**src/rtl/core/pmnt_ram.sv**
```systemverilog
// ============================================================================
// pmnt_ram : generic single-port RAM with registered read
// One write or one read per cycle, read data in the next cycle.
// ============================================================================
module pmnt_ram #(
    parameter int WIDTH = 8,
    parameter int DEPTH = 64
) (
    input  logic                     aclk,
    input  logic                     we,
    input  logic [$clog2(DEPTH)-1:0] addr,
    input  logic [WIDTH-1:0]         wdata,
    output logic [WIDTH-1:0]         rdata
);
    logic [WIDTH-1:0] mem [DEPTH];

    always_ff @(posedge aclk) begin
        if (we) begin
            mem[addr] <= wdata;
        end
        rdata <= mem[addr];
    end
endmodule

```
**config.mk**
```make
export PLATFORM = sky130hd
export DESIGN_NAME = pmnt_ram
export DESIGN_NICKNAME = d
export VERILOG_FILES = /design/src/rtl/core/pmnt_ram.sv
export SDC_FILE = /design/constraint.sdc
export NUM_CORES = 1
export LEC_CHECK = 0
export BUFFER_PORTS_ARGS = -buffer_cell sky130_fd_sc_hd__buf_2
export CAP_MARGIN = 5
export CORE_AREA = 2 2 144 286
export DETAILED_ROUTE_END_ITERATION = 7
export DIE_AREA = 0 0 146 288
export MAX_ROUTING_LAYER = met4
export PLACE_DENSITY = 0.79
export SLEW_MARGIN = 20
export SYNTH_ARGS = -nofsm -noshare
export SYNTH_HDL_FRONTEND = slang
export SYNTH_SLANG_ARGS = --single-unit
```
**constraint.sdc**
```tcl
create_clock -name aclk -period 2.4 [get_ports aclk]
set_input_delay 0.24 -clock aclk [delete_from_list [all_inputs] [get_ports aclk]]
set_output_delay 0.24 -clock aclk [all_outputs]
set_load 0.01 [all_outputs]
```
-- After elaboration in Yosys (flattened, before gate mapping)
Memory sizes are Yosys's and may differ from the RTL's. A register that Yosys moved wholly into a read port is not among the register bits.
Index checks and enable logic that the tools add are counted.
- add/subtract/negate cells: 0
- multipliers: 0
- div/mod/pow operators: 0
- $lt $le $gt $ge: 0
- eq/ne operators: 0
- shift-type cells: 0
- mux-type cells: 2
- bitwise logic cells: 0
- reductions and logical operators: 0
- operator list (operator ; count):
    1-bit 2-to-1 mux ; 2
- register bits: 0
- latch bits: 0
- bits in writable memories: 512
- bits in read-only memories: 0
- input port bits: 16
- output and inout bits: 8
- logic and storage cells: 3
- memories kept: 1
- memory list (memory ; words ; bits a word ; read ports ; clocked after Yosys merged registers in ; wr ports ; RTL line ; RTL):
    mem ; 64 ; 8 ; 1 ; 1 ; 1 ; 15 ; logic [WIDTH-1:0] mem [DEPTH];

-- Depth between registers and ports, before layout
Gate-level depths: netlist (run 1).
- word-level depth: 2
- depth in mapped cells: 10
- depth with buffers taken out: 5

-- Worst setup path before layout (run 1)
OpenSTA, ideal clock, no wires.
- path kind: in2reg
- from: input port addr[1]
- to: memory mem[13][0], enable pin
- setup time: 370 ps
- data arrival time: 1968 ps
- data required time: 2030 ps
- setup slack: 61 ps
- stages: 7
- buffers on the path: 4
- cell sequence: buf_6 > buf_6 > nor2b_1 > clkbuf_1 > clkbuf_1 > nand3_1 > nor2_1
- RTL lines (what ; RTL line ; RTL):
    from (decl) ; 11 ; input logic [$clog2(DEPTH)-1:0] addr,
    to (decl) ; 15 ;
No word-level cell before the write port.

==> reports/qor.csv, run 1 <==
metric,value,unit
status,"complete, no violations",
Synth Register Bits,520,
via density per instance,6.34,
DR iter-0 viols,1270,
critical path endpoint,rdata[7],
share of cells above drive strength 1,0.247,
CTS max path bufs,3,
die height,288,um
synth top area cells,"edfxtp_1 (75%), mux4_2 (4.5%), mux2i_1 (3.1%), nor2_1 (1.5%), a22oi_1 (1.5%)",
CTS Buf Count,40,
FF-to-FF setup slack,0.05,ns
vias,12200,
post-synth top area cell,edfxtp_1,
GRT Overall Usage,0.272,
DP Worst Slack,-0.238,ns
Worst Skew,0.0173,ns
R2R Path Start,mem[2][7],
Power per Cell Area,754,nW/um2
Worst setup SP type,flip-flop,
post-synthesis async set-or-reset flop share,0,
post-DP HPWL,38.4,mm
vias in the first global route,12500,
Layout area overhead,17.2,%
most frequent cells after synthesis,"edfxtp_1 (512), nor2_1 (82), mux2i_1 (63), nand2_1 (45), mux4_2 (41)",
CP Capture Type,flip-flop,
Post-synth EDFFs,512,
Mean Syn Cell Area,17.5,um2
first-pass GRT wire length,80.6,mm
CP Launch Point,mem[2][7],
Peak VDD IR,0.424,mV
crit path kind,flip-flop to flip-flop,
Int Pwr,14.2,mW
# DRC,0,
Clock Power Share,0.375,
CTS HTree Levels,2,
Comb pwr share,0.068,
cell with the most instances after synthesis,edfxtp_1,
Reg area,15500,um2
post-synth top area share,0.752,
register area share after synthesis,0.760,
leakage,8.04,nW
Die Width,146,um
clk root buf,clkbuf_16,
Detail Route Antenna Nets,0,
hold path startpoint,wdata[5],
post-layout min period,2.35,ns
placed instance area,22600,um2
placed cells,1845,
Netlist cell types,56,
initial antenna violation count,1,
multi-input logic area,4510,um2
Clock transition at path regs,0.07,ns
post_cts resized,0,
Final Cell Area,24000,um2
top_reg_cell synth,edfxtp_1,
# fillers,2831,
Port Buffers,23,
post-route insts no fill,1918,
"Setup violations, final",0,
Tcrit/Tclk final,0.978,
number of setup buffers added after CTS,0,
Max-cap violations,0,
die footprint,42000,um2
R2R depth,5,
total core area,40100,um2
Syn Inst Count,1171,
Synth warnings,0,
syn_nets,1187,
grt ovf,0,
worst hold path type,input port to flip-flop,
crit path DAT,2.77,ns
Highest Clock Rate,426,MHz
TritonCTS Sinks,520,
Worst Max-Slew Pin Slew,0.800,ns
FP Rows,104,
Slew Limit Headroom,0.467,
final WL,55.3,mm
initial core utilization,0.510,
Post-Syn Area,20400,um2
CTS tree,done,
drt wl/cell,28.8,um
I/O pin cnt,24,
worst reg2reg path endpoint,rdata[7],
clk_lat worst skew,0.55,ns
max-slew violations,0,
largest net degree at the start of global routing,65,
hold_buf cts,1,
RSZ-0062 raised after global routing,no,
switching share of total power,0.212,
final worst slack,0.0517,ns
CP Max Fanout,1,
"Req. time, crit path",2.82,ns
layout net count,1374,
final hold violation count,0,
Final Wtd Congestion,0.980,
router iterations before antenna repair,8,
Sw Pwr,3.83,mW
sequential fraction of design power,0.557,
kinds of logic (layout without fill, tap and decap cells):
family / after synthesis / count (layout) / share of synthesized area
flip-flops: 520 / 520 / 0.760
AND/OR/NAND/NOR: 229 / 229 / 0.0571
AO/OA/AOI/OAI: 222 / 222 / 0.0808
multiplexers: 116 / 116 / 0.0826
buffers and inverters: 84 / 300 / 0.0198
other: 0 / 1 / 0
sequential cells by signal, summed over array words and instances (netlist names):
name,count
mem,512
rdata,8
area by class of cell:
| class | instances | share of cell area |
|---|---|---|
| inverters | 3 | 0.000470 |
| clock buffers | 50 | 0.0446 |
| multi-input cells | 567 | 0.188 |
| clock inverters | 21 | 0.0105 |
| flip-flops and latches | 520 | 0.648 |
| well taps | 530 | 0.0277 |
| diodes | 1 | 0.000104 |
| repair buffers | 226 | 0.0799 |
cell usage in the layout, fill, tap and decap left out, types with 7 or more instances in the layout:
cell / count
and3_1: 9
edfxtp_1: 512
a21oi_1: 28
nand2b_1: 24
buf_4: 183
buf_2: 20
a22oi_1: 40
nand3b_1: 12
clkbuf_16: 41
a22o_1: 10
clkbuf_1: 8
a32oi_1: 7
mux2i_1: 63
dfxtp_1: 8
o221ai_1: 9
mux4_2: 41
o22ai_1: 22
o21ai_0: 9
o22a_1: 11
a221oi_1: 21
a31oi_1: 15
o2bb2ai_1: 7
mux2_1: 7
nand3_1: 8
buf_12: 21
nand2_1: 45
and2_1: 9
nor2b_1: 7
a221o_1: 11
nor2_1: 81
worst min-delay path by stage:
stage            endpoint  slack [ns]  depth (start not counted)
3_3_place_gp    mem[5][1]        0.56                          1
3_5_place_dp    mem[5][1]        0.56                          1
6_report       mem[35][5]        0.15                          1
2_1_floorplan   mem[0][0]        0.34                          0
5_1_grt        mem[35][5]        0.15                          1
4_1_cts        mem[35][5]        0.13                          1
layer usage:
metal  GRT usage  vias up  share of wire
met2       0.482      743           0.53
met4       0.200        0          0.091
met1       0.272     6089           0.31
met3      0.0345      230          0.071
met5           -        -              0
li1            -     5106              -
worst max-delay path, cell delays in order, from the launching register on:
cell and delay (ns):
edfxtp_1 0.38, mux2_1 0.32, mux4_2 0.45, o21ai_1 0.20, o2111ai_1 0.30, or4b_1 0.59
per-stage QoR:
| step | setup TNS [ns] | utilization | hold WS [ns] | total power, mW |
|---|---|---|---|---|
| finish | 0 | 0.598 | 0.146 | 18.1 |
| global route | 0 | 0.598 | 0.146 | 18.4 |
| CTS | 0 | 0.598 | 0.132 | 18.1 |
| detailed placement | -0.989 | 0.565 | 0.559 | 11.5 |
| global placement | -0.466 | 0.565 | 0.564 | 11.4 |
| floorplan | 0 | - | 0.339 | 10.8 |
power groups by stage:
stage	Combinational, mW	Clock, mW	Sequential [mW]
4_1_cts	1.20	6.84	10.1
3_3_place_gp	1.16	0	10.3
3_5_place_dp	1.19	0	10.3
6_report	1.22	6.78	10.1
2_1_floorplan	0.546	0	10.3
5_1_grt	1.27	7.10	10.1
Power figures use the tool's default switching activity.
==> inputs of run 2 (changes only) <==
--- a/config.mk
+++ b/config.mk
@@ -7,11 +7,13 @@
 export LEC_CHECK = 0
 export BUFFER_PORTS_ARGS = -buffer_cell sky130_fd_sc_hd__buf_2
 export CAP_MARGIN = 5
-export CORE_AREA = 2 2 144 286
+export CELL_PAD_IN_SITES_DETAIL_PLACEMENT = 2
+export CELL_PAD_IN_SITES_GLOBAL_PLACEMENT = 2
+export CORE_AREA = 2 2 156 310
 export DETAILED_ROUTE_END_ITERATION = 7
-export DIE_AREA = 0 0 146 288
+export DIE_AREA = 0 0 158 312
 export MAX_ROUTING_LAYER = met4
-export PLACE_DENSITY = 0.79
+export PLACE_DENSITY = 0.85
 export SLEW_MARGIN = 20
 export SYNTH_ARGS = -nofsm -noshare
 export SYNTH_HDL_FRONTEND = slang
==> reports/qor.csv, run 2 (synthesis gave the netlist of run 1 again) <==
metric,value,unit
# DRC,0,
CTS Buf Count,48,
worst hold path type,input port to flip-flop,
TritonCTS Sinks,520,
post-route insts no fill,2053,
post-layout min period,2.37,ns
largest net degree at the start of global routing,65,
Die Width,158,um
Slew Limit Headroom,0.405,
crit path DAT,2.83,ns
FP Rows,112,
final WL,77.4,mm
vias in the first global route,14300,
Largest register FFs,512,
CTS max path bufs,3,
die footprint,49300,um2
Clock transition at path regs,0.07,ns
grt ovf,0,
I/O pin cnt,24,
worst reg2reg path endpoint,rdata[7],
Final Cell Area,24500,um2
leading registers by flop count,"mem: 512 flops, rdata: 8 flops",
fin util,0.523,
final hold violation count,0,
vias,13100,
Hold Path End,mem[27][4],
FF-to-FF setup slack,0.03,ns
drt wl/cell,37.7,um
Layout area overhead,19.7,%
"commonest non-fill, non-tap cell in the layout",edfxtp_1,
Worst Skew,0.0283,ns
total core area,46800,um2
Buf/Inv on CP,0,
max-slew violations,0,
placed cells,1964,
"Setup violations, final",0,
CTS HTree Levels,2,
most frequent cells in the layout,"edfxtp_1 (512), buf_4 (211), nor2_1 (81), mux2i_1 (63), clkbuf_16 (49)",
DR iter-0 viols,1476,
Detail Route Antenna Nets,0,
leakage,8.29,nW
RSZ-0062 raised after global routing,no,
layout net count,1403,
die height,312,um
R2R Path Start,mem[6][7],
placed instance area,22800,um2
Power per Cell Area,799,nW/um2
# fillers,4197,
Max-cap violations,0,
Final Wtd Congestion,0.911,
"Req. time, crit path",2.87,ns
number of setup buffers added after CTS,0,
initial core utilization,0.437,
Tcrit/Tclk final,0.986,
Reg with most FFs,mem,
post-DP HPWL,50.3,mm
"CP delay by family, top",multiplexers,
CP Max Fanout,1,
status,"complete, no violations",
Highest Clock Rate,422,MHz
hold path startpoint,wdata[4],
clk_lat worst skew,0.60,ns
router iterations before antenna repair,5,
via density per instance,6.40,
initial antenna violation count,0,
CP peak stage delay,0.58,ns
CP max stage cell,or4b_4,
worst path cell trace,"mux2_1, mux4_2, o21ai_4, o2111ai_4, or4b_4",
GRT Overall Usage,0.328,
CTS tree,done,
CP Capture Type,flip-flop,
R2R depth,5,
Worst Max-Slew Pin Slew,0.889,ns
clk root buf,clkbuf_16,
first-pass GRT wire length,109,mm
Port Buffers,23,
Peak VDD IR,0.515,mV
Worst setup SP type,flip-flop,
worst hold path cell count,1,
share of cells above drive strength 1,0.267,
crit path kind,flip-flop to flip-flop,
run 2: cell types whose count changed in the layout (fill, tap and decap cells not counted), sizes merged:
cell,delta
clkbuf,+6
buf,+22
bufinv,+2
dlygate4sd3,-1
clkinv,+15
inv,-1
clkinvlp,-5
run 2: worst reg2reg max path, delay by kind of cell (launching register included):
kind | cells | cell delay (ns)
mux | 2 | 0.84
compound gates | 2 | 0.41
flops | 1 | 0.42
simple gates | 1 | 0.58
run 2: worst max-delay path by stage:
stage / depth (start not counted) / slack [ns] / from / end
finish: 5 / 0.03 / mem[6][7] / rdata[7]
global route: 5 / 0.03 / mem[6][7] / rdata[7]
CTS: 5 / 0.002 / mem[6][7] / rdata[7]
detailed placement: 8 / -0.37 / addr[1] / rdata[5]
global placement: 8 / -0.25 / addr[1] / rdata[5]
floorplan: 7 / 0.06 / addr[1] / mem[13][0]
run 2: layout make-up:
cell class | count | area (um2) | share of cell area
Tap cell | 627 | 785 | 0.0320
Inverter | 3 | 11.3 | 0.000460
Clock buffer | 56 | 1260 | 0.0516
Antenna cell | 1 | 2.50 | 0.000102
Timing Repair Buffer | 247 | 2000 | 0.0815
Clock inverter | 32 | 342 | 0.0139
Sequential cell | 520 | 15500 | 0.634
Multi-Input combinational cell | 567 | 4550 | 0.186
run 2: what timing repair did:
item                                    4_1_cts  5_1_grt
gates cloned                                  0        0
pin swaps                                     0        1
hold buffers                                  0        0
gates resized for setup                       5        1
endpoints found under the setup margin        1        2
run 2: through the flow:
| stage | power [mW] | TNS [ns] | hold WS, ns | setup slack (ns) |
|---|---|---|---|---|
| CTS | 19.6 | 0 | 0.117 | 0.00222 |
| floorplan | 10.8 | 0 | 0.339 | 0.0612 |
| finish | 19.6 | 0 | 0.123 | 0.0327 |
| global placement | 11.5 | -0.666 | 0.646 | -0.253 |
| detailed placement | 11.6 | -2.95 | 0.645 | -0.369 |
| global route | 19.9 | 0 | 0.143 | 0.0271 |
run 2: report_power, final:
group / internal [mW] / switching (mW) / total, mW
Sequential: 10.0 / 0.0365 / 10.1
Clock: 4.53 / 3.58 / 8.11
Combinational: 0.479 / 0.894 / 1.37
run 2: layer usage:
| metal | up-vias | share of wire | track usage |
|---|---|---|---|
| li1 | 5181 | - | - |
| met1 | 6925 | 0.36 | 0.376 |
| met2 | 728 | 0.50 | 0.526 |
| met3 | 297 | 0.061 | 0.0459 |
| met4 | 0 | 0.086 | 0.227 |
| met5 | - | 0 | - |
