==> config.mk <==
export PLATFORM = sky130hd
export DESIGN_NAME = pmnt_ctrl
export DESIGN_NICKNAME = d
export VERILOG_FILES = /design/src/rtl/core/pmnt_pkg.sv /design/src/rtl/core/pmnt_ctrl.sv
export SDC_FILE = /design/constraint.sdc
export NUM_CORES = 1
export LEC_CHECK = 0
export BUFFER_PORTS_ARGS = -buffer_cell sky130_fd_sc_hd__buf_4
export CAP_MARGIN = 20
export CORE_MARGIN = 5
export CORE_UTILIZATION = 49
export DETAILED_ROUTE_END_ITERATION = 8
export PLACE_DENSITY = 0.78
export SLEW_MARGIN = 10
export SYNTH_ARGS = -nofsm -noshare
export SYNTH_HDL_FRONTEND = slang
export SYNTH_SLANG_ARGS = --single-unit
==> constraint.sdc <==
create_clock -name aclk -period 15 [get_ports aclk]
set_input_delay 3 -clock aclk [delete_from_list [all_inputs] [get_ports aclk]]
set_output_delay 3 -clock aclk [all_outputs]
set_load 0.02 [all_outputs]
==> src/rtl/core/pmnt_pkg.sv <==
// ============================================================================
// pmnt_pkg : shared types and constants for the prefix match number table
// Operation codes, entry layout and sizing defaults.
// ============================================================================
package pmnt_pkg;

    localparam int MAX_ENTRIES_DEF = 64;
    localparam int MAX_DIGITS_DEF  = 16;
    localparam int HOURS_PER_DAY   = 24;

    // operation codes
    localparam logic [1:0] OP_LOOKUP = 2'd0;
    localparam logic [1:0] OP_ADD    = 2'd1;
    localparam logic [1:0] OP_REMOVE = 2'd2;
    localparam logic [1:0] OP_AGED   = 2'd3;

    // status codes
    localparam logic [1:0] ST_OK   = 2'd0;
    localparam logic [1:0] ST_DUP  = 2'd1;
    localparam logic [1:0] ST_FULL = 2'd2;

    // entry as held in the table: digits, length, tag, hour
    localparam int ENTRY_W = 64 + 5 + 16 + 32;

    typedef struct packed {
        logic [63:0] digits;
        logic [4:0]  len;
        logic [15:0] tag;
        logic [31:0] hour;
    } entry_t;

    // mask of the first len digits, first digit in the top nibble
    function automatic logic [63:0] top_mask(input logic [4:0] len);
        logic [63:0] m;
        m = '0;
        for (int k = 0; k < 16; k++) begin
            if (k < int'(len)) begin
                m[63 - 4*k -: 4] = 4'hF;
            end
        end
        return m;
    endfunction

endpackage

==> src/rtl/core/pmnt_ctrl.sv <==
// ============================================================================
// pmnt_ctrl : table walk sequencer
// Walks the stored entries at most once per operation, matching, ageing and
// compacting through a single RAM port.
// ============================================================================
module pmnt_ctrl #(
    parameter int MAX_ENTRIES = pmnt_pkg::MAX_ENTRIES_DEF,
    parameter int MAX_DIGITS  = pmnt_pkg::MAX_DIGITS_DEF,
    localparam int AW = (MAX_ENTRIES > 1) ? $clog2(MAX_ENTRIES) : 1,
    localparam int CW = $clog2(MAX_ENTRIES + 1)
) (
    input  logic                  aclk,
    input  logic                  aresetn,
    // command
    input  logic                  cmd_valid,
    output logic                  cmd_ready,
    input  logic [1:0]            cmd_kind,
    input  logic [63:0]           cmd_digits,
    input  logic [4:0]            cmd_len,
    input  logic [15:0]           cmd_tag,
    input  logic [31:0]           cmd_now,
    input  logic [15:0]           cmd_days,
    // RAM port
    output logic                  ram_we,
    output logic [AW-1:0]         ram_addr,
    output pmnt_pkg::entry_t      ram_wdata,
    input  pmnt_pkg::entry_t      ram_rdata,
    // result
    output logic                  res_valid,
    input  logic                  res_ready,
    output logic                  res_found,
    output logic [15:0]           res_tag,
    output logic [1:0]            res_status,
    output logic                  res_removed,
    output logic [6:0]            res_count
);
    localparam logic [2:0] S_IDLE = 3'd0;
    localparam logic [2:0] S_RD   = 3'd1;
    localparam logic [2:0] S_EVAL = 3'd2;
    localparam logic [2:0] S_WR   = 3'd3;
    localparam logic [2:0] S_OUT  = 3'd4;

    logic [2:0]       state_reg, state_next;
    logic [CW-1:0]    held_reg, held_next;
    logic [CW-1:0]    rd_reg, rd_next;     // read index
    logic [CW-1:0]    wr_reg, wr_next;     // compaction write index
    logic [1:0]       kind_reg;
    logic [63:0]      digits_reg;
    logic [4:0]       len_reg;
    logic [15:0]      tag_reg;
    logic [31:0]      now_reg;
    logic [31:0]      limit_reg;
    pmnt_pkg::entry_t hold_reg, hold_next;
    logic             found_reg, found_next;
    logic [15:0]      mtag_reg, mtag_next;
    logic [1:0]       status_reg, status_next;
    logic             removed_reg, removed_next;
    logic             valid_reg, valid_next;

    logic [4:0]  len_cl;
    logic        match;
    logic        aged;
    logic [31:0] age;

    assign len_cl = (int'(cmd_len) > MAX_DIGITS) ? 5'(MAX_DIGITS) : cmd_len;

    // entry tests on the word just read
    assign match = (ram_rdata.len <= len_reg) &&
                   (((ram_rdata.digits ^ digits_reg) &
                     pmnt_pkg::top_mask(ram_rdata.len)) == 64'd0);
    assign age   = now_reg - ram_rdata.hour;
    assign aged  = age > limit_reg;

    assign cmd_ready = (state_reg == S_IDLE) && !valid_reg;

    always_comb begin
        state_next   = state_reg;
        held_next    = held_reg;
        rd_next      = rd_reg;
        wr_next      = wr_reg;
        hold_next    = hold_reg;
        found_next   = found_reg;
        mtag_next    = mtag_reg;
        status_next  = status_reg;
        removed_next = removed_reg;
        valid_next   = valid_reg;
        ram_we       = 1'b0;
        ram_addr     = rd_reg[AW-1:0];
        ram_wdata    = hold_reg;
        if (valid_reg && res_ready) begin
            valid_next = 1'b0;
        end
        case (state_reg)
            S_IDLE: begin
                if (cmd_valid && cmd_ready) begin
                    rd_next      = '0;
                    wr_next      = '0;
                    found_next   = 1'b0;
                    mtag_next    = '0;
                    status_next  = pmnt_pkg::ST_OK;
                    removed_next = 1'b0;
                    state_next   = S_RD;
                end
            end
            S_RD: begin
                // issue a read or finish the walk
                if (rd_reg >= held_reg) begin
                    if (kind_reg == pmnt_pkg::OP_ADD && !found_reg) begin
                        if (held_reg >= CW'(MAX_ENTRIES)) begin
                            status_next = pmnt_pkg::ST_FULL;
                            state_next  = S_OUT;
                        end else begin
                            hold_next.digits = digits_reg;
                            hold_next.len    = len_reg;
                            hold_next.tag    = tag_reg;
                            hold_next.hour   = now_reg;
                            wr_next          = held_reg;
                            held_next        = held_reg + 1'b1;
                            state_next       = S_WR;
                        end
                    end else begin
                        if (kind_reg == pmnt_pkg::OP_REMOVE ||
                            kind_reg == pmnt_pkg::OP_AGED) begin
                            held_next = wr_reg;
                        end
                        state_next = S_OUT;
                    end
                end else begin
                    state_next = S_EVAL;
                end
            end
            S_EVAL: begin
                rd_next = rd_reg + 1'b1;
                if (kind_reg == pmnt_pkg::OP_LOOKUP || kind_reg == pmnt_pkg::OP_ADD) begin
                    if (match) begin
                        found_next  = 1'b1;
                        mtag_next   = ram_rdata.tag;
                        status_next = (kind_reg == pmnt_pkg::OP_ADD) ?
                                      pmnt_pkg::ST_DUP : pmnt_pkg::ST_OK;
                        state_next  = S_OUT;
                    end else begin
                        state_next = S_RD;
                    end
                end else begin
                    if ((kind_reg == pmnt_pkg::OP_REMOVE) ? match : aged) begin
                        removed_next = 1'b1;
                        state_next   = S_RD;
                    end else if (wr_reg != rd_reg) begin
                        hold_next  = ram_rdata;
                        state_next = S_WR;
                    end else begin
                        wr_next    = wr_reg + 1'b1;
                        state_next = S_RD;
                    end
                end
            end
            S_WR: begin
                ram_we    = 1'b1;
                ram_addr  = wr_reg[AW-1:0];
                wr_next   = wr_reg + 1'b1;
                state_next = (kind_reg == pmnt_pkg::OP_ADD) ? S_OUT : S_RD;
            end
            S_OUT: begin
                valid_next = 1'b1;
                state_next = S_IDLE;
            end
            default: state_next = S_IDLE;
        endcase
    end

    always_ff @(posedge aclk) begin
        if (!aresetn) begin
            state_reg <= S_IDLE;
            held_reg  <= '0;
            valid_reg <= 1'b0;
        end else begin
            state_reg <= state_next;
            held_reg  <= held_next;
            valid_reg <= valid_next;
        end
    end

    always_ff @(posedge aclk) begin
        rd_reg      <= rd_next;
        wr_reg      <= wr_next;
        hold_reg    <= hold_next;
        found_reg   <= found_next;
        mtag_reg    <= mtag_next;
        status_reg  <= status_next;
        removed_reg <= removed_next;
        if (cmd_valid && cmd_ready) begin
            kind_reg   <= cmd_kind;
            len_reg    <= len_cl;
            digits_reg <= cmd_digits & pmnt_pkg::top_mask(len_cl);
            tag_reg    <= cmd_tag;
            now_reg    <= cmd_now;
            limit_reg  <= 32'(cmd_days) * 32'(pmnt_pkg::HOURS_PER_DAY);
        end
    end

    assign res_valid   = valid_reg;
    assign res_found   = found_reg;
    assign res_tag     = mtag_reg;
    assign res_status  = status_reg;
    assign res_removed = removed_reg;
    assign res_count   = 7'(held_reg);
endmodule

-- Yosys cells after proc, flatten, opt, wreduce, memory -nomap -nowiden
Cells that the tools add are included.
- input bits: 256
- flip-flop bits (word level): 299
- mux-type cells: 102
- $add $sub $neg: 4
- reductions and logical operators: 25
- multipliers: 1
- bitwise operators: 3
- order comparisons: 37
- eq/ne operators: 21
- operator list (operator ; count):
    $mux 117 ; 6
    $pmux 117 s2 ; 1
    $mux 4 ; 48
    $and 64x64->64 ; 2
    $lt 4x5->1 const A ; 16
    $mux 7 ; 10
    $logic_not 64->1 ; 1
    $xor 64x64->64 ; 1
    $mux 16 ; 3
    $lt 3x5->1 const A ; 8
    $gt 32x21->1 ; 1
    $pmux 16 s2 ; 1
    $sub 32x32->32 ; 1
    $pmux 7 s4 ; 1
    $ne 2x2->1 const B ; 12
    $add 7x1->7 const B ; 3
    $mux 3 ; 7
    $lt 1x5->1 const A ; 4
    $lt 2x5->1 const A ; 4
    $mul 16x2->18 const B ; 1
    $mux 2 ; 8
    $pmux 7 s2 ; 1
    $reduce_and 7->1 ; 2
    $pmux 3 s4 ; 1
    27 further kinds ; 50

-- Depth between registers and ports, before layout
Gate-level depths: netlist (run 1).
- word-level depth: 9
- gate-level depth with buffers: 22
- depth with buffers taken out: 22

-- Worst setup path after synthesis (run 1)
Ideal clock, no wire load.
- path kind: input to register
- from: input ram_rdata[8] in the netlist's numbering
- to: register hold_reg, in the netlist ram_wdata[0] (enable)
- buffers on the path: 0
- slack: -0.219 ns
- cell stages on the path: 22
- arrival: 14.482 ns
- library setup time: 0.737 ns
- cell sequence: inv_1 ha_1 a211o_1 a2111o_1 nand2_1 a21boi_0 o21bai_1 a21oi_1 nor2_1 nor2_1 xnor2_1 ha_1 nand4_1 nor4_1 a21oi_1 nor2_1 o2bb2a_1 nand4_1 a311oi_1 nand4_1 and3_4 nor3_1
- longest elaborated chain between the ends: 5
- RTL lines (element ; RTL line ; RTL):
    start, declared ; pmnt_ctrl.sv:27 ; input pmnt_pkg::entry_t ram_rdata,
    $sub 32x32->32 ; pmnt_ctrl.sv:71 ; assign age = now_reg - ram_rdata.hour;
    $gt 32x21->1 ; pmnt_ctrl.sv:72 ; assign aged = age > limit_reg;
    $mux 1 ; pmnt_ctrl.sv:145 ; if ((kind_reg == pmnt_pkg::OP_REMOVE) ? match : aged) begin
    $ne 2x2->1 (no source line) ; - ;
    $reduce_and 7->1 (no source line) ; - ;
    end signal, assigned ; pmnt_ctrl.sv:186 ; hold_reg <= hold_next;
    end, declared ; pmnt_ctrl.sv:53 ; pmnt_pkg::entry_t hold_reg, hold_next;
No other way between the ends.
A chain may end at the register's enable or synchronous reset.

-- Worst setup path in the final report (run 1)
- from: input ram_rdata[2] in the netlist's numbering
- to: register hold_reg, in the netlist ram_wdata[43] (enable)
Same word-level chain as after synthesis.

==> flow_metrics.tcl, run 1 <==
set metrics [dict create \
    yosys.cell_types.count 68 \
    ctsHoldBuffers 0 \
    drt_pass1_iterations 5 \
    grt_pass1_vias 12640 \
    critPathMaxFanout 79 \
    cts_tree "done" \
    coreArea_um2 32370 \
    clock_skew_ns 0.02206 \
    syn-num-nets 1838 \
    min_path_type "register to register" \
    antenna_left 0 \
    cp.required_ns 15.12 \
    place_congestion 0.9573 \
    largest_reg_flops 117 \
    fillers 2576 \
    clock_sinks 299 \
    final_common_cell "buf_4" \
    clockBufferDepth 3 \
    path_cells "buf_4, inv_1, ha_1, o211ai_1, a21oi_1, o41a_1, a21boi_0, o21bai_1, a21oi_1, nor2_1, nor2_1, xnor2_1, ha_1, nand4_1, nor4_1, a21oi_1, nor2_1, o2bb2a_1, nand4_1, a311oi_1, nand4_1, and3_4, nor3_4, buf_4" \
    areaGrowthSynthToFinish_pct 28.85 \
    htreeDepth 2 \
    grt_overflow_total 0 \
    finalSetupViolCount 0 \
    die_w_um 190.8 \
    crit_buf_inv 3 \
    cts_resized 0 \
    layout-drive-gt1-share_pct 24.83 \
    powerDensity_nw_per_um2 131.3 \
    critical_path.max_stage_delay_ns 0.89 \
    syn-cell-area_um2 16010 \
    status "completed" \
    hold_violations 0 \
    ir_drop_mv 0.09949 \
    rsz0062_at_grt "false" \
    drt-total-wl_mm 46.69 \
    start_util_pct 49.46 \
    postSynthAreaPerCell_um2 10.68 \
    share_seq_of_total_power_pct 42.9 \
    cts_root_buffer "clkbuf_16" \
    cpMaxStageDelayCell "buf_4" \
    whs_ns 0.5185 \
    multi_input_area_um2 6650 \
    critPathArrivalTime_ns 8.95 \
    vias_per_cell 5.430 \
    switching_share_pct 30.88 \
    path_class "input pin to register" \
    numCtsBuffers 34 \
    final_nets 2239 \
    switchingPower_w 0.0008360 \
    rr_worst_depth 22 \
    cts_setup_buffers 0 \
    numPortBuffers 408 \
    synth-edff-count 288 \
    rrSetupSlack_ns 8.40 \
    drt-initial-drc-count 886 \
    min_period_ns 8.827 \
    track_usage_pct 24.41 \
    dp_hpwl_mm 35.66 \
    synth-warning-count 0 \
    final_cell_mix "buf_4 (414), nand2_1 (309), edfxtp_1 (288)" \
    setup_tns_ns 0 \
    antenna_found_initial 1 \
    crit_cells 24 \
    yosysSeqAreaShare_pct 55.40 \
    synth_cells 1499 \
    grt_pass1_wl_mm 69.68 \
    pwr-share-comb_pct 26.5 \
    p_leak_nw 8.814 \
    ys_ff_latch 299 \
    path_delay_family "compound AO/OA/AOI/OAI gates" \
    cts.clk_slew.worst_paths_ns 0.06 \
    die_h_um 190.8 \
    slew_headroom_pct 26.55 \
    async_flop_share_pct 0 \
    layout.area.seq_um2 8869 \
    via_count 12860 \
    p_clk_share_pct 30.6 \
    wl_per_cell_um 19.72 \
    maxSlewViolCount 0 \
    critPathLaunchType "input pin" \
    maxCapViolations 0 \
    pin_count 409 \
    tightest_slew_ns 1.102 \
    rows 66 \
    period_share_pct 58.85 \
    grt_max_degree 96 \
    whs_path_depth 1 \
    max_freq_mhz 113.3 \
    power.internal_w 0.001871 \
    ys.flop_type "edfxtp_1" \
    route.detailed.drc 0 \
    die-area_um2 36390 \
    insertion_delay_ns 0.52 \
    critPathCaptureType "register" \
]
-- layout make-up --
cell class | count | area share, %
diodes | 1 | 0.01213
flip-flops and latches | 299 | 42.99
clock inverters | 16 | 0.8977
clock buffers | 45 | 4.525
multi-input cells | 1066 | 32.24
inverters | 84 | 1.559
repair buffers | 415 | 15.09
well taps | 442 | 2.681
-- power groups by stage --
stage / Sequential, W / Combinational, W / Clock [W]
CTS: 0.00116 / 0.000715 / 0.000846
global placement: 0.00117 / 0.000695 / 0
finish: 0.00116 / 0.000718 / 0.000828
detailed placement: 0.00118 / 0.000710 / 0
global route: 0.00117 / 0.000788 / 0.000876
floorplan: 0.00121 / 0.000417 / 0
-- synth_stat cells, types with 4 or more instances --
master	n	share of area, %
nand3_1	20	0.63
a21oi_1	55	1.7
inv_1	83	1.9
a21o_1	40	1.9
xnor2_1	68	3.7
nor4_1	12	0.47
o21a_1	16	0.75
o21bai_1	9	0.42
nor2b_1	60	2.3
clkbuf_1	48	1.1
and3_1	9	0.35
a2111o_1	4	0.28
a22oi_1	7	0.33
or3_1	8	0.31
ha_1	81	6.3
nand2_1	309	7.2
nor3_1	24	0.75
o21ai_0	80	2.5
a211oi_1	7	0.33
nand2b_1	16	0.63
a31oi_1	7	0.27
a41oi_1	5	0.27
nor2_1	64	1.5
and2_1	40	1.6
dfxtp_1	11	1.4
o211ai_1	5	0.23
xor2_1	50	2.7
nand4_1	18	0.70
edfxtp_1	288	54
a311oi_1	4	0.22
-- path summary, 6_finish.rpt --
| kind | start | end |
|---|---|---|
| hold / removal | tag_reg[15] | ram_wdata[47] |
| setup / recovery | ram_rdata[2] | ram_wdata[43] |
| hold reg to reg | tag_reg[15] | ram_wdata[47] |
| setup reg to reg | now_reg[8] | ram_wdata[43] |
-- layer usage --
metal	global-route usage (%)	share of wire [%]
met1	33.05	41
met2	40.96	49
met3	4.870	7.8
met4	5.580	1.8
met5	0	0
-- worst reg2reg max path: stages (launching register included) --
cell and delay [ns]:
edfxtp_1 0.39, ha_1 0.37, a211o_1 0.34, a2111o_1 0.41
nand2_1 0.07, a21boi_0 0.53, o21bai_1 0.22, a21oi_1 0.19
nor2_1 0.05, nor2_1 0.11, xnor2_1 0.09, ha_1 0.30
nand4_1 0.16, nor4_1 0.31, a21oi_1 0.14, nor2_1 0.09
o2bb2a_1 0.18, nand4_1 0.11, a311oi_1 0.27, nand4_1 0.16
and3_4 0.23, nor3_4 0.52, buf_4 0.89
-- kinds of logic (layout without fill, tap and decap cells) --
| family | count (synthesis) | count (layout) | share of synthesized area [%] |
|---|---|---|---|
| buffers and inverters | 134 | 560 | 3.212 |
| muxes | 3 | 3 | 0.1876 |
| and+or+nand+nor | 592 | 592 | 17.12 |
| adders and majority gates | 84 | 84 | 6.643 |
| DFF | 299 | 299 | 55.40 |
| other | 0 | 1 | 0 |
| AOI/OAI and AO/OA | 269 | 269 | 10.98 |
| xor gates and xnor gates | 118 | 118 | 6.456 |
-- through the flow --
step	cells	area, µm²	worst slack [ns]	utilization (%)	power (W)
CTS	2366	20620	6.231	63.70	0.002721
detailed placement	2305	19500	5.733	60.24	0.001886
floorplan	1499	16010	3.351	-	0.001624
global placement	2305	19500	5.951	60.24	0.001867
global route	2368	20630	5.712	63.72	0.002835
finish	2368	20630	6.173	63.72	0.002707
Note: power is estimated with default switching activity, not from simulation.
==> run 2, diff against run 1 <==
--- a/config.mk
+++ b/config.mk
@@ -8,9 +8,9 @@
 export BUFFER_PORTS_ARGS = -buffer_cell sky130_fd_sc_hd__buf_4
 export CAP_MARGIN = 20
 export CORE_MARGIN = 5
-export CORE_UTILIZATION = 49
+export CORE_UTILIZATION = 54
 export DETAILED_ROUTE_END_ITERATION = 8
-export PLACE_DENSITY = 0.78
+export PLACE_DENSITY = 0.81
 export SLEW_MARGIN = 10
 export SYNTH_ARGS = -nofsm -noshare
 export SYNTH_HDL_FRONTEND = slang
==> constraint.sdc (replaced) <==
create_clock -name aclk -period 8.7 [get_ports aclk]
set_input_delay 1.74 -clock aclk [delete_from_list [all_inputs] [get_ports aclk]]
set_output_delay 1.74 -clock aclk [all_outputs]
set_load 0.02 [all_outputs]
==> run 2 against run 1 <==
Largest power group unchanged. Critical path type unchanged. Design area is 0.31% lower. Sequential share of layout area is 0.13 points higher. Sequential power is 72% higher.
==> flow_metrics.tcl, run 2 (synthesized netlist as in run 1, its figures left out) <==
set metrics [dict create \
    antenna_left 0 \
    setup_tns_ns 0 \
    use_met3_pct 7.136 \
    cts_resized 0 \
    grt_pass1_vias 12970 \
    via_count 12950 \
    clock_sinks 299 \
    status "completed" \
    critical_path.max_stage_delay_ns 0.50 \
    maxCapViolations 0 \
    slew_headroom_pct 28.08 \
    grt_overflow_total 0 \
    p_leak_nw 8.820 \
    path_cells "buf_4, inv_1, ha_1, a211o_1, a2111o_1, nand2_1, a21boi_0, o21bai_1, a21oi_1, nor2_1, nor2_1, xnor2_1, ha_1, nand4_1, nor4_1, a21oi_1, nor2_1, o2bb2a_1, nand4_1, a311oi_1, nand4_1, and3_4, nor3_4, buf_4" \
    clock_skew_ns 0.02333 \
    dp_hpwl_mm 35.36 \
    path_class "input pin to register" \
    grt_max_degree 98 \
    insertion_delay_ns 0.52 \
    drt-total-wl_mm 46.51 \
    critPathLaunchType "input pin" \
    wl_per_cell_um 20.09 \
    hold_violations 0 \
    grt_pass1_wl_mm 70.59 \
    rsz0062_at_grt "false" \
    numPortBuffers 408 \
    track_usage_pct 26.97 \
    max_freq_mhz 147.0 \
    maxSlewViolCount 0 \
    antenna_found_initial 2 \
    drt_pass1_iterations 6 \
    ir_drop_mv 0.2288 \
    min_period_ns 6.803 \
    ctsHoldBuffers 0 \
    tightest_slew_ns 1.079 \
    dp_cells 2252 \
    drt-initial-drc-count 1055 \
    rows 63 \
    critPathCaptureType "register" \
    final_nets 2237 \
    path_delay_family "compound AO/OA/AOI/OAI gates" \
    whs_ns 0.5204 \
    switching_share_pct 30.85 \
    share_seq_of_total_power_pct 42.8 \
    layout-drive-gt1-share_pct 24.70 \
    largest_reg_flops 117 \
    final_common_cell "buf_4" \
    place_congestion 0.9676 \
    layout.area.seq_um2 8869 \
    crit_buf_inv 3 \
    finalPower_w 0.004682 \
    numCtsBuffers 34 \
    areaGrowthSynthToFinish_pct 28.45 \
    grtUsageMet2_pct 45.14 \
    fin_cells 2315 \
    multi_input_area_um2 6650 \
    cts_root_buffer "clkbuf_16" \
    vias_per_cell 5.593 \
    coreArea_um2 29480 \
    fillers 2198 \
    min_path_type "register to register" \
    die-area_um2 33190 \
    period_share_pct 78.20 \
    cpMaxStageDelayCell "a21boi_0" \
    die_h_um 182.2 \
    critPathArrivalTime_ns 6.95 \
    htreeDepth 2 \
    top_usage_layer "met2" \
    finalSetupViolCount 0 \
    p_clk_share_pct 30.8 \
    cp.required_ns 8.84 \
    cts_tree "done" \
    final_cell_mix "buf_4 (412), nand2_1 (309), edfxtp_1 (288)" \
    pwr-share-comb_pct 26.4 \
    start_util_pct 54.30 \
    post-place-ws_ns 1.523 \
    clockBufferDepth 3 \
    powerDensity_nw_per_um2 227.7 \
    pin_count 409 \
    worst_slack_ns 1.897 \
    critPathMaxFanout 39 \
    power.internal_w 0.003238 \
    cts.clk_slew.worst_paths_ns 0.06 \
    cts_setup_buffers 0 \
    switchingPower_w 0.001444 \
    die_w_um 182.2 \
    grtUsageMet1_pct 34.43 \
    route.detailed.drc 0 \
    rrSetupSlack_ns 2.87 \
]
==> run 2: per-layer routing <==
metal / share of wire (%) / wire, µm
met5: 0 / 0
met3: 9.6 / 4460
met1: 39 / 18040
met4: 3.3 / 1528
met2: 48 / 22480
==> run 2: layout make-up <==
type | instances | share of cell area [%]
sequential | 299 | 43.13
multi-input combinational | 1066 | 32.34
clock inverter | 17 | 1.010
tap | 390 | 2.373
timing repair buffer | 413 | 15.14
antenna | 2 | 0.02434
clock buffer | 44 | 4.423
inverter | 84 | 1.564
==> run 2: path summary, 6_finish.rpt <==
check,from,endpoint,cells past startpoint
max,ram_rdata[8],ram_wdata[7],24
max reg2reg,now_reg[8],ram_wdata[7],22
min reg2reg,tag_reg[8],ram_wdata[40],1
min,tag_reg[8],ram_wdata[40],1
==> run 2: power groups by stage <==
| stage | logic (W) | registers, W | clock network, W |
|---|---|---|---|
| finish | 0.00124 | 0.00200 | 0.00144 |
| global route | 0.00136 | 0.00202 | 0.00153 |
| CTS | 0.00123 | 0.00200 | 0.00146 |
| detailed placement | 0.00122 | 0.00203 | 0 |
| global placement | 0.00119 | 0.00202 | 0 |
| floorplan | 0.000719 | 0.00208 | 0 |
==> run 2: stage by stage <==
step | util, % | instance area [µm²]
after floorplan | - | 16020
after CTS | 69.74 | 20560
after global placement | 65.95 | 19440
after global routing | 69.75 | 20560
final | 69.75 | 20560
after detailed placement | 65.95 | 19440
